<file path="src/design/dqcl_div.sv">
// Pipelined restoring divider, one quotient bit per register stage.
// Quotient must fit QUO_W bits. Carries a side word. No dependencies.
module dqcl_div #(
    parameter int NUM_W  = 39,
    parameter int DEN_W  = 24,
    parameter int QUO_W  = 15,
    parameter int SIDE_W = 1
) (
    input  logic              i_clk,
    input  logic              i_rst_n,
    input  logic              i_valid,
    input  logic [NUM_W-1:0]  i_num,
    input  logic [DEN_W-1:0]  i_den,
    input  logic [SIDE_W-1:0] i_side,
    output logic              o_valid,
    output logic [QUO_W-1:0]  o_quo,
    output logic [SIDE_W-1:0] o_side
);

    localparam int W = (NUM_W > DEN_W + QUO_W) ? NUM_W : DEN_W + QUO_W;

    logic              r_vld  [QUO_W+1];
    logic [W-1:0]      r_rem  [QUO_W+1];
    logic [DEN_W-1:0]  r_den  [QUO_W+1];
    logic [QUO_W-1:0]  r_quo  [QUO_W+1];
    logic [SIDE_W-1:0] r_side [QUO_W+1];

    assign r_vld[0]  = i_valid;
    assign r_rem[0]  = W'(i_num);
    assign r_den[0]  = i_den;
    assign r_quo[0]  = '0;
    assign r_side[0] = i_side;

    for (genvar k = 0; k < QUO_W; k++) begin : g_stage
        localparam int SH = QUO_W - 1 - k;
        logic [W-1:0] n_sub;
        logic         n_take;

        assign n_sub  = W'(r_den[k]) << SH;
        assign n_take = (r_rem[k] >= n_sub);

        always_ff @(posedge i_clk) begin
            if (!i_rst_n) begin
                r_vld[k+1] <= 1'b0;
            end else begin
                r_vld[k+1] <= r_vld[k];
            end
        end

        always_ff @(posedge i_clk) begin
            r_rem[k+1]  <= n_take ? (r_rem[k] - n_sub) : r_rem[k];
            r_den[k+1]  <= r_den[k];
            r_quo[k+1]  <= {r_quo[k][QUO_W-2:0], n_take};
            r_side[k+1] <= r_side[k];
        end
    end

    assign o_valid = r_vld[QUO_W];
    assign o_quo   = r_quo[QUO_W];
    assign o_side  = r_side[QUO_W];

endmodule

</file>
<file path="config.mk">
export PLATFORM = sky130hd
export DESIGN_NAME = dqcl_div
export DESIGN_NICKNAME = d
export VERILOG_FILES = /design/src/design/dqcl_div.sv
export SDC_FILE = /design/constraint.sdc
export NUM_CORES = 2
export LEC_CHECK = 0
export BUFFER_PORTS_ARGS = -buffer_cell sky130_fd_sc_hd__buf_2
export CAP_MARGIN = 10
export CORE_MARGIN = 2
export CORE_UTILIZATION = 55
export DETAILED_ROUTE_END_ITERATION = 10
export PLACE_DENSITY = 0.71
export SLEW_MARGIN = 20
export SYNTH_ARGS = -nofsm -noshare
export SYNTH_HDL_FRONTEND = slang
export SYNTH_SLANG_ARGS = --single-unit
</file>
<file path="constraint.sdc">
create_clock -name i_clk -period 3.9 [get_ports i_clk]
set_clock_uncertainty 0.2 [all_clocks]
set_input_delay 0.78 -clock i_clk [delete_from_list [all_inputs] [get_ports i_clk]]
set_output_delay 0.78 -clock i_clk [all_outputs]
set_load 0.01 [all_outputs]
</file>
==> results.cfg <==
[outcome]
status = finished clean

[layout]
fillers = 6813
ff_latch_area_um2 = 20700
area_growth_pct = 13.2
nets = 5583
insertedDiodeCount = 0
drive_gt1_share_pct = 8.87
multi_input_area_um2 = 22800

[synth]
synth_top_family_by_area = compound AO/OA/AOI/OAI gates
yosys.area_share.adder_pct = 10.5
synth_xor_area_share_pct = 6.80
yosys.cell_types.count = 93
synth-compound-area-share_pct = 17.0
synthArstFlopShare_pct = 0
synth_edf_count = 0
synth-simple-area-share_pct = 14.1
synth_cells = 4958
synthMuxAreaShare_pct = 1.29
synth-seq-cells = 1032
syn-cell-area_um2 = 45700
yosysSeqAreaShare_pct = 45.2
yosysWarnings = 0
avgSynthCellArea_um2 = 9.22
syn_nets = 5399
synthFlopType = dfxtp_1

[floorplan]
die_x_um = 292
rows = 105
core-area_um2 = 82200
initial_core_util_pct = 55.6
num_io_pins = 84
chipHeight_um = 292
die_area_um2 = 85400

[clocking]
cts_inserted_buffers = 102
cts_buffer_depth = 3
clock-sinks = 1032
ctsRootBufferMaster = clkbuf_16
cts_tree = done
htreeDepth = 3
clk_pin_slew_worst_paths_ps = 70
clock_latency_ps = 700

[sta]
period_needed_ps = 3710
tns_ps = 0
tightest_slew_ps = 781
fmax_mhz = 270
slew_viol_final = 0
slew_headroom_pct = 47.7
rsz0062_at_grt = false
hold_violations = 0
setup_violations = 0
min_period_over_period_pct = 95.0
hold_ws_ps = 28.7

[placed_design]
gp_congestion = 0.944
port-buffer-count = 83
dp_hpwl_um = 82500

[route]
drt-pass1-iter-count = 6
num_vias = 34700
drc = 0
wl_per_cell_um = 16.9
viasPerCell = 5.51
routed_wl_um = 106000
ant_nets = 0
drt_first_iter_violations = 1860

[pwr]
power_frac_clock_pct = 23.4
seqPwrFrac_pct = 34.7
power_density_nw_per_um2 = 858
combPwrFrac_pct = 41.9
power_leakage_uw = 0.0233
power_switching_uw = 16500
p_int_uw = 27900
switching_share_pct = 37.2
max-vdd-ir-drop_mv = 0.500

[global_route]
antenna_found_initial = 1
grt.total_usage_pct = 24.6
grt_pass1_vias = 34300
grt_overflow_total = 0
grt_pass1_wl_um = 172000
grt_max_degree = 40

[critical_path]
worst_path_dominant_cell_family = compound AO/OA/AOI/OAI gates
required_ps = 4210
rrSetupSlack_ps = 190
crit_fanout = 3
worstRegToRegCells = 11
path_buf_inv = 1
crit_path_max_incr_delay_ps = 680
reg2reg_to = r_rem[381]
crit_chain = inv_1 > ha_1 > nor2b_1 > o211ai_1 > a31oi_1 > o21ai_0 > o31ai_1 > o21ai_0 > o21ai_0 > xnor2_1 > o21ai_0
crit_path_end_kind = flip-flop
critPathKind = flip-flop to flip-flop
start_kind = flip-flop
slowest_stage = a31oi_1
crit_arrival_ps = 4020
timing.rr.start = g_stage[5].n_sub[10]
cpMostUsedCell = o21ai_0

[hold_path]
min_path_cells = 1
holdCritPathClass = input port to flip-flop
min-delay-start = i_den[23]
hold_path_end = g_stage[1].n_sub[36]

[job]
drv_cap = 0
-- stage by stage --
step | total power [uW] | instance area, um^2 | cells | worst slack, ps | utilization, %
finish | 44400 | 51800 | 6299 | 193 | 62.9
global placement | 33500 | 47900 | 6090 | 70.4 | 58.2
global route | 47500 | 51800 | 6299 | 3.21 | 62.9
detailed placement | 33800 | 47900 | 6090 | 86.8 | 58.2
CTS | 44400 | 51700 | 6297 | 59.0 | 62.9
floorplan | 29200 | 45700 | 4958 | 456 | -
-- how the worst max path moves through the flow --
stage | start | end | slack [ps] | cells past startpoint
6_report | g_stage[5].n_sub[10] | r_rem[381] | 190 | 11
3_3_place_gp | i_den[1] | r_rem[580] | 70 | 15
2_1_floorplan | i_den[8] | r_rem[582] | 460 | 13
4_1_cts | r_rem[199] | r_rem[194] | 60 | 13
3_5_place_dp | i_den[1] | r_rem[580] | 90 | 15
5_1_grt | r_rem[79] | r_rem[75] | 3 | 15
-- layer usage --
metal	share of wire [%]	vias up	GRT usage [%]
li1	-	17600	-
met1	41	16100	27.6
met3	3.7	248	3.36
met2	51	725	46.4
met4	4.1	2	10.3
met5	0.012	-	0
-- cell type report --
class / instances / share of cell area, %
clock buffer: 134 / 5.40
timing repair buffer: 205 / 2.92
inverter: 472 / 3.42
multi-input combinational: 3329 / 44.1
clock inverter: 57 / 1.67
sequential: 1032 / 39.9
tap: 1070 / 2.59
-- cell usage after synthesis, drive strengths merged, types with 44 or more instances --
library cell	instances	area share, %
a21o	145	2.4
a21oi	371	4.1
clkbuf	83	0.68
dfxtp	1032	45
ha	360	9.9
inv	470	3.9
mux2	48	1.2
nand2	372	3.1
nand2b	57	0.78
nand3	81	0.90
nand4	64	0.88
nor2	329	2.7
nor2b	51	0.70
nor3	98	1.1
nor4	60	0.82
o21a	61	1.0
o21ai	312	3.4
o31ai	53	0.94
or3	44	0.60
xnor2	183	3.5
xor2	172	3.3
-- power groups by stage --
stage	clock [uW]	sequential (uW)	combinational, uW
CTS	10600	15400	18500
floorplan	0	14900	14300
global route	11000	15700	20800
global placement	0	15600	18000
detailed placement	0	15600	18300
finish	10400	15400	18600
-- sequential cells by signal, summed over array words and instances (netlist names) --
name and count:
g_stage.n_sub 336, o_quo 15, o_side 1, o_valid 1, r_quo 105, r_rem 546
r_side 14, r_vld 14
-- logic make-up (layout without fill, tap and decap cells) --
logic type / count (synthesis) / in the layout
adder cells (fa/ha/maj): 374 / 374
flip-flops: 1032 / 1032
AO/OA/AOI/OAI: 1227 / 1227
buffers and inverters: 597 / 868
multiplexers: 53 / 53
AND/OR/NAND/NOR: 1320 / 1320
XOR/XNOR: 355 / 355
-- placed cells by master (no fill, tap or decap), drive strengths merged, types with 44 or more instances in the layout --
| cell type | instances |
|---|---|
| a21o | 145 |
| a21oi | 371 |
| buf | 188 |
| clkbuf | 134 |
| dfxtp | 1032 |
| ha | 360 |
| inv | 473 |
| mux2 | 48 |
| nand2 | 372 |
| nand2b | 57 |
| nand3 | 81 |
| nand4 | 64 |
| nor2 | 329 |
| nor2b | 51 |
| nor3 | 98 |
| nor4 | 60 |
| o21a | 61 |
| o21ai | 312 |
| o31ai | 53 |
| or3 | 44 |
| xnor2 | 183 |
| xor2 | 172 |
-- timing repair --
| item | CTS | global route |
|---|---|---|
| setup buffers | 0 | 1 |
| hold buffers | 16 | 1 |
| endpoints found under the setup margin | 0 | 30 |
| gates resized for setup | 0 | 6 |
| hold endpoints to repair | 16 | 1 |
(Power assumes the default switching activity.)
