`config.mk`:
```
export PLATFORM = sky130hd
export DESIGN_NAME = dqcl_isqrt
export DESIGN_NICKNAME = d
export VERILOG_FILES = /design/src/design/dqcl_isqrt.sv
export SDC_FILE = /design/constraint.sdc
export NUM_CORES = 1
export LEC_CHECK = 0
export BUFFER_PORTS_ARGS = -buffer_cell sky130_fd_sc_hd__clkbuf_2
export CAP_MARGIN = 20
export CORE_ASPECT_RATIO = 0.9
export CORE_MARGIN = 2
export CORE_UTILIZATION = 55
export DETAILED_ROUTE_END_ITERATION = 8
export PLACE_DENSITY = 0.72
export SKIP_CTS_REPAIR_TIMING = 1
export SYNTH_ARGS = -nofsm -noshare
export SYNTH_HDL_FRONTEND = slang
export SYNTH_SLANG_ARGS = --single-unit
```
`constraint.sdc`:
```
create_clock -name i_clk -period 5.3 [get_ports i_clk]
set_input_delay 0 -clock i_clk [delete_from_list [all_inputs] [get_ports i_clk]]
set_output_delay 0 -clock i_clk [all_outputs]
set_load 0.005 [all_outputs]
```
`src/design/dqcl_isqrt.sv`:
```
// Pipelined integer square root, one root bit per register stage.
// Carries a side word alongside each beat. No dependencies.
module dqcl_isqrt #(
    parameter int RAD_W  = 30,
    parameter int SIDE_W = 1,
    localparam int ROOT_W = (RAD_W + 1) / 2
) (
    input  logic              i_clk,
    input  logic              i_rst_n,
    input  logic              i_valid,
    input  logic [RAD_W-1:0]  i_rad,
    input  logic [SIDE_W-1:0] i_side,
    output logic              o_valid,
    output logic [ROOT_W-1:0] o_root,
    output logic [SIDE_W-1:0] o_side
);

    localparam int PAD_W = 2 * ROOT_W;
    localparam int REM_W = ROOT_W + 3;

    logic              r_vld  [ROOT_W+1];
    logic [PAD_W-1:0]  r_rad  [ROOT_W+1];
    logic [REM_W-1:0]  r_rem  [ROOT_W+1];
    logic [ROOT_W-1:0] r_root [ROOT_W+1];
    logic [SIDE_W-1:0] r_side [ROOT_W+1];

    assign r_vld[0]  = i_valid;
    assign r_rad[0]  = PAD_W'(i_rad);
    assign r_rem[0]  = '0;
    assign r_root[0] = '0;
    assign r_side[0] = i_side;

    for (genvar k = 0; k < ROOT_W; k++) begin : g_stage
        logic [REM_W-1:0] n_rem;
        logic [REM_W-1:0] n_trial;
        logic             n_take;

        // bring down the next two radicand bits, try root*4+1
        assign n_rem   = {r_rem[k][REM_W-3:0], r_rad[k][PAD_W-1 -: 2]};
        assign n_trial = REM_W'({r_root[k], 2'b01});
        assign n_take  = (n_rem >= n_trial);

        always_ff @(posedge i_clk) begin
            if (!i_rst_n) begin
                r_vld[k+1] <= 1'b0;
            end else begin
                r_vld[k+1] <= r_vld[k];
            end
        end

        always_ff @(posedge i_clk) begin
            r_rad[k+1]  <= r_rad[k] << 2;
            r_rem[k+1]  <= n_take ? (n_rem - n_trial) : n_rem;
            r_root[k+1] <= {r_root[k][ROOT_W-2:0], n_take};
            r_side[k+1] <= r_side[k];
        end
    end

    assign o_valid = r_vld[ROOT_W];
    assign o_root  = r_root[ROOT_W];
    assign o_side  = r_side[ROOT_W];

endmodule

```
==> results of run 1 <==
worst paths after layout:
kind	start	endpoint	slack, ns	cells after the start
setup / recovery	g_stage[9].n_trial[2]$_DFF_P_	g_stage[10].n_rem[9]$_DFF_P_	2.48	7
hold / removal	i_rad[10]	r_rad[432]$_DFF_P_	0.04	2
setup reg to reg	g_stage[9].n_trial[2]$_DFF_P_	g_stage[10].n_rem[9]$_DFF_P_	2.48	7
hold reg to reg	r_side[14]$_DFF_P_	r_side[13]$_DFF_P_	0.32	0
cell families after synthesis:
| kind of cell | Yosys count | synth area share, % |
|---|---|---|
| fa+ha+maj | 135 | 8.35 |
| xor+xnor | 145 | 6.28 |
| other cells | 1 | 0.0185 |
| buf+inv | 184 | 3.52 |
| flops | 568 | 56.2 |
| simple gates | 462 | 12.1 |
| mux | 68 | 3.76 |
| compound gates | 306 | 9.79 |
where the power goes:
group	total, W	internal (W)	leakage (nW)	switching (W)
logic	0.00239	0.00118	5.20	0.00120
registers	0.00551	0.00503	4.75	0.000483
clock network	0.00392	0.00234	0.904	0.00158
total	0.0118	0.00855	10.9	0.00327
routing by layer:
metal,part of all wire (%),routed length [um]
met3,4.8,1720
met5,0,0
met1,50,17700
met4,1.7,590
met2,44,15700
per-stage QoR:
step           power [W]  cell area, um2  utilization, %
3_3_place_gp     0.00786           21000            58.1
6_report          0.0118           23200            64.2
5_1_grt           0.0125           23200            64.2
3_5_place_dp     0.00792           21000            58.1
2_1_floorplan    0.00734           20200               -
4_1_cts           0.0119           22900            63.2
cell usage in the layout (no fill, tap or decap), types with 14 or more instances in the layout:
cell / instances
dfxtp_1: 568
inv_1: 163
ha_1: 135
nor2_1: 115
xnor2_1: 93
a21oi_1: 92
nand2_1: 67
o21ai_0: 62
mux2_2: 56
xor2_1: 52
nor3_1: 52
clkbuf_16: 51
clkbuf_2: 50
nand3_1: 38
dlygate4sd3_1: 35
o21a_1: 28
and2_1: 24
nor2b_1: 23
or3_1: 22
nand2b_1: 22
nor4_1: 20
a21o_1: 18
clkbuf_8: 15
a211oi_1: 14
critical path, stage by stage (launching register included):
cell and delay (ns):
dfxtp_1 0.40, inv_1 0.07, ha_1 0.34, nand2b_1 0.15
a211oi_1 0.14, o21ai_0 0.35, nand3_1 0.71, mux2_4 0.53
area by class of cell:
cell class	count	area [um2]	area share (%)
Tap cell	476	596	2.56
Inverter	165	619	2.67
Clock inverter	22	360	1.55
Clock buffer	72	1510	6.48
Timing Repair Buffer	87	616	2.65
Sequential cell	568	11400	49.0
Multi-Input combinational cell	1117	8150	35.1
registers in the layout (all words and copies together), names as in the netlist:
signal / cells
r_rad: 182
g_stage.n_trial: 105
r_side: 14
o_root: 15
r_vld: 14
o_side: 1
g_stage.n_rem: 236
o_valid: 1
synth_stat cells, types with 10 or more instances:
| library cell | number |
|---|---|
| xor2_1 | 52 |
| xnor2_1 | 93 |
| o21a_1 | 28 |
| nor2b_1 | 23 |
| nand4_1 | 12 |
| ha_1 | 135 |
| nor3_1 | 52 |
| o21ai_0 | 62 |
| clkbuf_1 | 10 |
| nor2_1 | 115 |
| a21o_1 | 18 |
| nand2_1 | 67 |
| a211oi_1 | 14 |
| nor4_1 | 20 |
| and2_1 | 24 |
| or3_1 | 22 |
| and4_1 | 10 |
| nand3_1 | 38 |
| inv_1 | 163 |
| mux2i_1 | 10 |
| nand2b_1 | 22 |
| a21oi_1 | 92 |
| nand3b_1 | 11 |
| o211ai_1 | 10 |
| mux2_2 | 56 |
| dfxtp_1 | 568 |
==> results.txt, run 1 <==
Critical path arrival: 3.29 ns
Worst setup SP type: register
H-tree depth: 2
First-iteration detailed-routing DRC count: 632
Number of synthesized flops with an enable pin: 0
Layout cells sized above 1: 10.8%
Boundary pin count: 51
Setup violations, final: 0
Final min period: 2.82 ns
Primary FF master, synth: dfxtp_1
Core ar.: 36200 um2
Initial core utilization: 56.0%
Busiest grt layer: met2
CTS tree: yes
Synth Register Bits: 568
Clock Skew: 0.0230 ns
CP Class: reg2reg
Chip width: 206 um
Vias/cell: 5.18
Die ar.: 38300 um2
Clk Latency, worst-skew pair: 0.60 ns
Filler cells: 2809
DRT Pass-1 Iters: 5
CP endpoint kind: register
Vias in the first global route: 12300
Power per Cell Area: 509 nW/um2
Residual DRC count: 0
Setup TNS Final: 0 ns
CP required: 5.77 ns
Register area share after synthesis: 56.2%
# clock sinks: 568
RSZ-0062 raised after global routing: no
Top cells by area, synth: dfxtp_1 56%, ha_1 8.3%, xnor2_1 4.0%, mux2_2 3.1%, inv_1 3.0%
Antenna Nets Post-Route: 0
GRT Total Usage: 18.7%
Dpl ws: 2.54 ns
Cell variety after synth: 77
Largest net degree at the start of global routing: 22
Root buffer cell: clkbuf_16
Final Hold Vio Count: 0
Layout area overhead: 14.7%
Part of the cycle the worst path needs: 53.3%
CTS Buffer Depth: 3
Antenna violations before repair: 0
Die height: 186 um
Synth area leader: dfxtp_1
Post-synthesis async set-or-reset flop share: 0%
Final WS setup: 2.48 ns
Pins Over Slew Limit: 0
Mean area per synthesized cell: 10.8 um2
Num rows: 66
DP Wirelength: 25.2 mm
Max cap viols: 0
Yosys warns: 0
Input/output buffers: 50
Status: complete, no violations
Inst Count DP: 2378
Vias post-DR: 13000
Post-Route WL: 35.7 mm
VDD IR max: 0.000360 V
Grt ovf: 0
Leakage: 10.9 nW
Met3 Usage GRT: 4.01%
Fmax: 354 MHz
Mapped Area: 20200 um2
Net count, final: 2159
CTS buffer count: 51
Clock slew seen by the registers of the worst setup and hold paths: 0.07 ns
Max_slew headroom: 41.4%
CP Max Fanout: 20
Fin cells: 2507
Min Hold Slack: 0.0381 ns
Synth top area share: 56.2%
Synthesized net count: 2038
Worst slew pin tran: 0.857 ns
Final GP Congestion: 0.874
Drt wl/cell: 14.2 um
Met1 Resource Use GR: 26.4%
First-pass GRT wire length: 58.4 mm
Diodes inserted: 0
Cell count after synthesis: 1869
GR Util met2: 28.9%
Class of the worst hold path: in2reg
(Power assumes the default switching activity.)
==> run 2: changes to the inputs <==
- PLACE_DENSITY: 0.72 -> 0.74
- clock period: 5.3 -> 2.3 ns (I/O delays scaled with it)
==> results.txt, run 2 (synthesized netlist as in run 1, its figures left out) <==
Largest net degree at the start of global routing: 17
Storage cell area: 11400 um2
Initial core utilization: 56.0%
First-pass GRT wire length: 62.0 mm
Grt ovf: 0
RSZ-0062 raised after global routing: yes
CTS buffer count: 52
Fin cells: 2673
Worst slew pin tran: 0.600 ns
Num rows: 66
Worst setup SP type: register
Input/output buffers: 50
Power per Cell Area: 1150 nW/um2
Final Hold Vio Count: 0
Diodes inserted: 0
Post-Route WL: 41.0 mm
Final min period: 2.34 ns
Commonest non-fill, non-tap cell in the layout: dfxtp_1
Inst Count DP: 2523
GRT Total Usage: 20.0%
Chip width: 206 um
VDD IR max: 0.000858 V
Max cap viols: 0
Die ar.: 38300 um2
Drt wl/cell: 15.3 um
Residual DRC count: 0
Layout area overhead: 25.6%
DRT Pass-1 Iters: 6
Vias post-DR: 13700
Critical path arrival: 2.82 ns
Core ar.: 36200 um2
Status: complete, but fails checks
H-tree depth: 2
Final GP Congestion: 0.853
Vias in the first global route: 13100
Vias/cell: 5.14
Failing checks: setup timing
CTS tree: yes
Clock Skew: 0.0423 ns
Root buffer cell: clkbuf_16
Filler cells: 2553
Most frequent cells in the layout: 553 x dfxtp_1, 160 x inv_1, 148 x buf_4
Met3 Usage GRT: 3.50%
Class of the worst hold path: in2reg
Max reg flops: 236
# clock sinks: 568
Layout cells sized above 1: 22.4%
Busiest grt layer: met2
First-iteration detailed-routing DRC count: 762
GR Util met2: 32.2%
Part of the cycle the worst path needs: 102%
Setup violations, final: 6
Boundary pin count: 51
Area of the multi-input gates: 8960 um2
Leakage: 11.8 nW
CP required: 2.78 ns
Dpl ws: -0.358 ns
Met1 Resource Use GR: 26.7%
Die height: 186 um
Finished Core Util: 70.3%
Dpl cell area: 22100 um2
Clk Latency, worst-skew pair: 0.62 ns
Min Hold Slack: 0.0118 ns
Fmax: 427 MHz
Fin area: 25400 um2
Pins Over Slew Limit: 0
Antenna Nets Post-Route: 0
CP Class: reg2reg
CTS Buffer Depth: 3
Clock slew seen by the registers of the worst setup and hold paths: 0.06 ns
DP Wirelength: 27.9 mm
CP endpoint kind: register
Final WS setup: -0.0397 ns
Net count, final: 2325
Antenna violations before repair: 0
CP Max Fanout: 6
Max_slew headroom: 59.7%
run 2: cell count changes in the layout (fill, tap and decap cells not counted), sizes merged:
cell / change
clkbuf: -2
inv: -1
clkinvlp: +3
clkinv: +4
dlygate4sd3: +5
buf: +157
run 2: metal layers:
| metal | up-vias | share of wire [%] |
|---|---|---|
| met5 | - | 0 |
| met2 | 285 | 46 |
| met4 | 0 | 2.7 |
| li1 | 6993 | - |
| met3 | 86 | 4.6 |
| met1 | 6362 | 46 |
run 2: report_power, final:
part | leakage, nW | internal (W) | switching [W] | total [W]
clock network | 0.894 | 0.00528 | 0.00373 | 0.00901
registers | 4.75 | 0.0116 | 0.00121 | 0.0128
logic | 6.13 | 0.00393 | 0.00342 | 0.00735
run 2: metrics by stage:
stage / setup TNS (ns) / total power (W)
3_3_place_gp: -5.30 / 0.0190
4_1_cts: -9.52 / 0.0282
6_report: -0.142 / 0.0292
2_1_floorplan: 0 / 0.0169
3_5_place_dp: -7.35 / 0.0191
5_1_grt: -1.39 / 0.0306
run 2: layout make-up:
cell class	instances	area share, %
sequential	568	44.8
inverter	165	2.47
tap	476	2.34
clock inverter	27	1.55
timing repair inverter	1	0.0295
clock buffer	68	5.71
timing repair buffer	251	7.80
multi-input combinational	1117	35.3
run 2: critical path, cell delays in order, from the launching register on:
cell	delay (ns)
dfxtp_2	0.33
inv_2	0.04
ha_4	0.21
nor2b_4	0.12
o31a_1	0.30
o21bai_2	0.20
a21oi_2	0.11
nor3b_4	0.36
clkbuf_16	0.24
mux2_4	0.29
run 2: path summary, 6_finish.rpt:
| path | cells after the start | start | slack [ns] | end |
|---|---|---|---|---|
| worst max-delay path | 9 | g_stage[12].n_trial[2]$_DFF_P_ | -0.04 | g_stage[13].n_rem[11]$_DFF_P_ |
| worst min-delay path | 2 | i_rad[18] | 0.01 | r_rad[440]$_DFF_P_ |
| worst max register to register | 9 | g_stage[12].n_trial[2]$_DFF_P_ | -0.04 | g_stage[13].n_rem[11]$_DFF_P_ |
| worst min register to register | 0 | r_rad[207]$_DFF_P_ | 0.31 | g_stage[10].n_rem[1]$_DFF_P_ |
==> run 3: changes to the inputs <==
- ABC_AREA: not set -> 1
- PLACE_DENSITY: 0.74 -> 0.81
==> results.txt, run 3 <==
GRT Total Usage: 22.5%
Final GP Congestion: 0.916
Antenna Nets Post-Route: 0
Worst slew pin tran: 0.542 ns
Root buffer cell: clkbuf_16
Most frequent cells in the layout: 932 x nand2_1, 568 x dfxtp_1, 529 x inv_1
First-iteration detailed-routing DRC count: 1339
Area of the multi-input gates: 9630 um2
Largest net degree at the start of global routing: 24
Synth area leader: dfxtp_1
DRT Pass-1 Iters: 5
Clock slew seen by the registers of the worst setup and hold paths: 0.07 ns
Post-synthesis async set-or-reset flop share: 0%
Total Power: 0.0308 W
# clock sinks: 568
Power per Cell Area: 1160 nW/um2
Most common cell in the netlist: nand2_1
Register area share after synthesis: 48.9%
Number of synthesized flops with an enable pin: 0
Part of the cycle the worst path needs: 94.8%
CP required: 2.79 ns
Final Hold Vio Count: 0
Mapped Area: 23200 um2
Max stage delay on crit path: 0.41 ns
CP endpoint kind: register
Die ar.: 43900 um2
Top cells by area, synth: dfxtp_1 49%, nand2_1 15%, inv_1 8.5%, ha_1 7.3%, nand3_1 3.6%
Clock Skew: 0.0244 ns
Layout cells sized above 1: 8.31%
Class of the worst hold path: in2reg
Fin cells: 3735
Slowest cell on the critical path: dfxtp_1
CTS buffer count: 55
Worst setup SP type: register
VDD IR max: 0.00113 V
Post-Route WL: 50.1 mm
Max cap viols: 0
Setup TNS Final: 0 ns
Synth Register Bits: 568
Vias/cell: 4.88
Vias post-DR: 18200
Layout area overhead: 14.4%
Antenna violations before repair: 1
Drt wl/cell: 13.4 um
Vias in the first global route: 17000
Final min period: 2.18 ns
Chip width: 221 um
Max_slew headroom: 63.9%
Filler cells: 3471
H-tree depth: 2
Pins Over Slew Limit: 0
Dpl ws: -0.0148 ns
Residual DRC count: 0
Final WS setup: 0.120 ns
Die height: 199 um
Core ar.: 41800 um2
Setup violations, final: 0
Leakage: 14.4 nW
Input/output buffers: 50
Status: complete, no violations
Boundary pin count: 51
Storage cell area: 11400 um2
Yosys warns: 0
Critical path arrival: 2.67 ns
Cell variety after synth: 44
RSZ-0062 raised after global routing: yes
Synthesized net count: 3161
Num rows: 71
CP Max Fanout: 14
Net count, final: 3312
Diodes inserted: 0
CP Class: reg2reg
Leading cell types by count after synthesis: 932 x nand2_1, 568 x dfxtp_1, 529 x inv_1, 192 x nor2_1, 167 x nand3_1
Max reg flops: 236
DP Wirelength: 35.8 mm
Fmax: 459 MHz
Synth top area share: 48.9%
First-pass GRT wire length: 79.8 mm
Inst Count DP: 3584
Commonest non-fill, non-tap cell in the layout: nand2_1
CTS tree: yes
CTS Buffer Depth: 3
Grt ovf: 0
Primary FF master, synth: dfxtp_1
Initial core utilization: 55.7%
Crit path cell chain: inv_1 -> ha_1 -> nand2_1 -> o21ai_0 -> inv_1 -> nand2_1 -> nor2_4 -> buf_4 -> o21ai_1
Clk Latency, worst-skew pair: 0.62 ns
Cell count after synthesis: 2992
Mean area per synthesized cell: 7.77 um2
## run 3: layout make-up
| type | count | area share, % |
|---|---|---|
| Tap cell | 547 | 2.58 |
| Clock inverter | 30 | 1.64 |
| Multi-Input combinational cell | 1864 | 36.2 |
| Timing Repair Buffer | 113 | 3.11 |
| Inverter | 541 | 7.68 |
| Clock buffer | 72 | 5.98 |
| Sequential cell | 568 | 42.8 |
## run 3: routing by layer
metal,vias to the layer above,GRT usage [%],part of all wire [%]
li1,9489,-,-
met1,8080,30.3,45
met2,531,36.5,45
met3,110,3.47,6.3
met4,2,8.57,3.0
met5,-,0,0.036
## run 3: path summary, 6_finish.rpt
kind	start	end	slack, ns	cells after the start
worst min-delay path	i_side	r_side[14]$_DFF_P_	0.02	2
worst max-delay path	g_stage[8].n_trial[8]$_DFF_P_	g_stage[9].n_rem[3]$_DFF_P_	0.12	9
worst max register to register	g_stage[8].n_trial[8]$_DFF_P_	g_stage[9].n_rem[3]$_DFF_P_	0.12	9
worst min register to register	r_rad[262]$_DFF_P_	r_rad[234]$_DFF_P_	0.31	0
## run 3: critical path: cells and delay by family (launching register included)
family | cells | cell delay, ns
compound gates | 2 | 0.59
fa+ha+maj | 1 | 0.37
simple gates | 3 | 0.34
buf+inv | 3 | 0.34
flops | 1 | 0.41
## run 3: cells by family (layout without fill, tap and decap cells)
logic type | after synthesis | in the layout | synth area share [%]
compound gates | 198 | 198 | 4.72
buf+inv | 561 | 756 | 9.67
fa+ha+maj | 135 | 135 | 7.27
other cells | 1 | 1 | 0.0161
simple gates | 1455 | 1456 | 26.6
xor+xnor | 74 | 74 | 2.79
flops | 568 | 568 | 48.9
## run 3: stage by stage
stage                     area (um2)  hold WS, ns  util (%)
after floorplan                23200       0.0277         -
after global placement         24100        0.102      57.7
after detailed placement       24100        0.104      57.7
after CTS                      26100       -0.561      62.5
after global routing           26600    -0.000319      63.6
final                          26600       0.0171      63.6
## run 3: power by group
group / total [W] / internal [W] / switching, W / leakage (nW)
sequential: 0.0129 / 0.0117 / 0.00118 / 4.75
combinational: 0.00822 / 0.00298 / 0.00523 / 8.64
clock: 0.00968 / 0.00573 / 0.00395 / 0.972
total: 0.0308 / 0.0204 / 0.0104 / 14.4
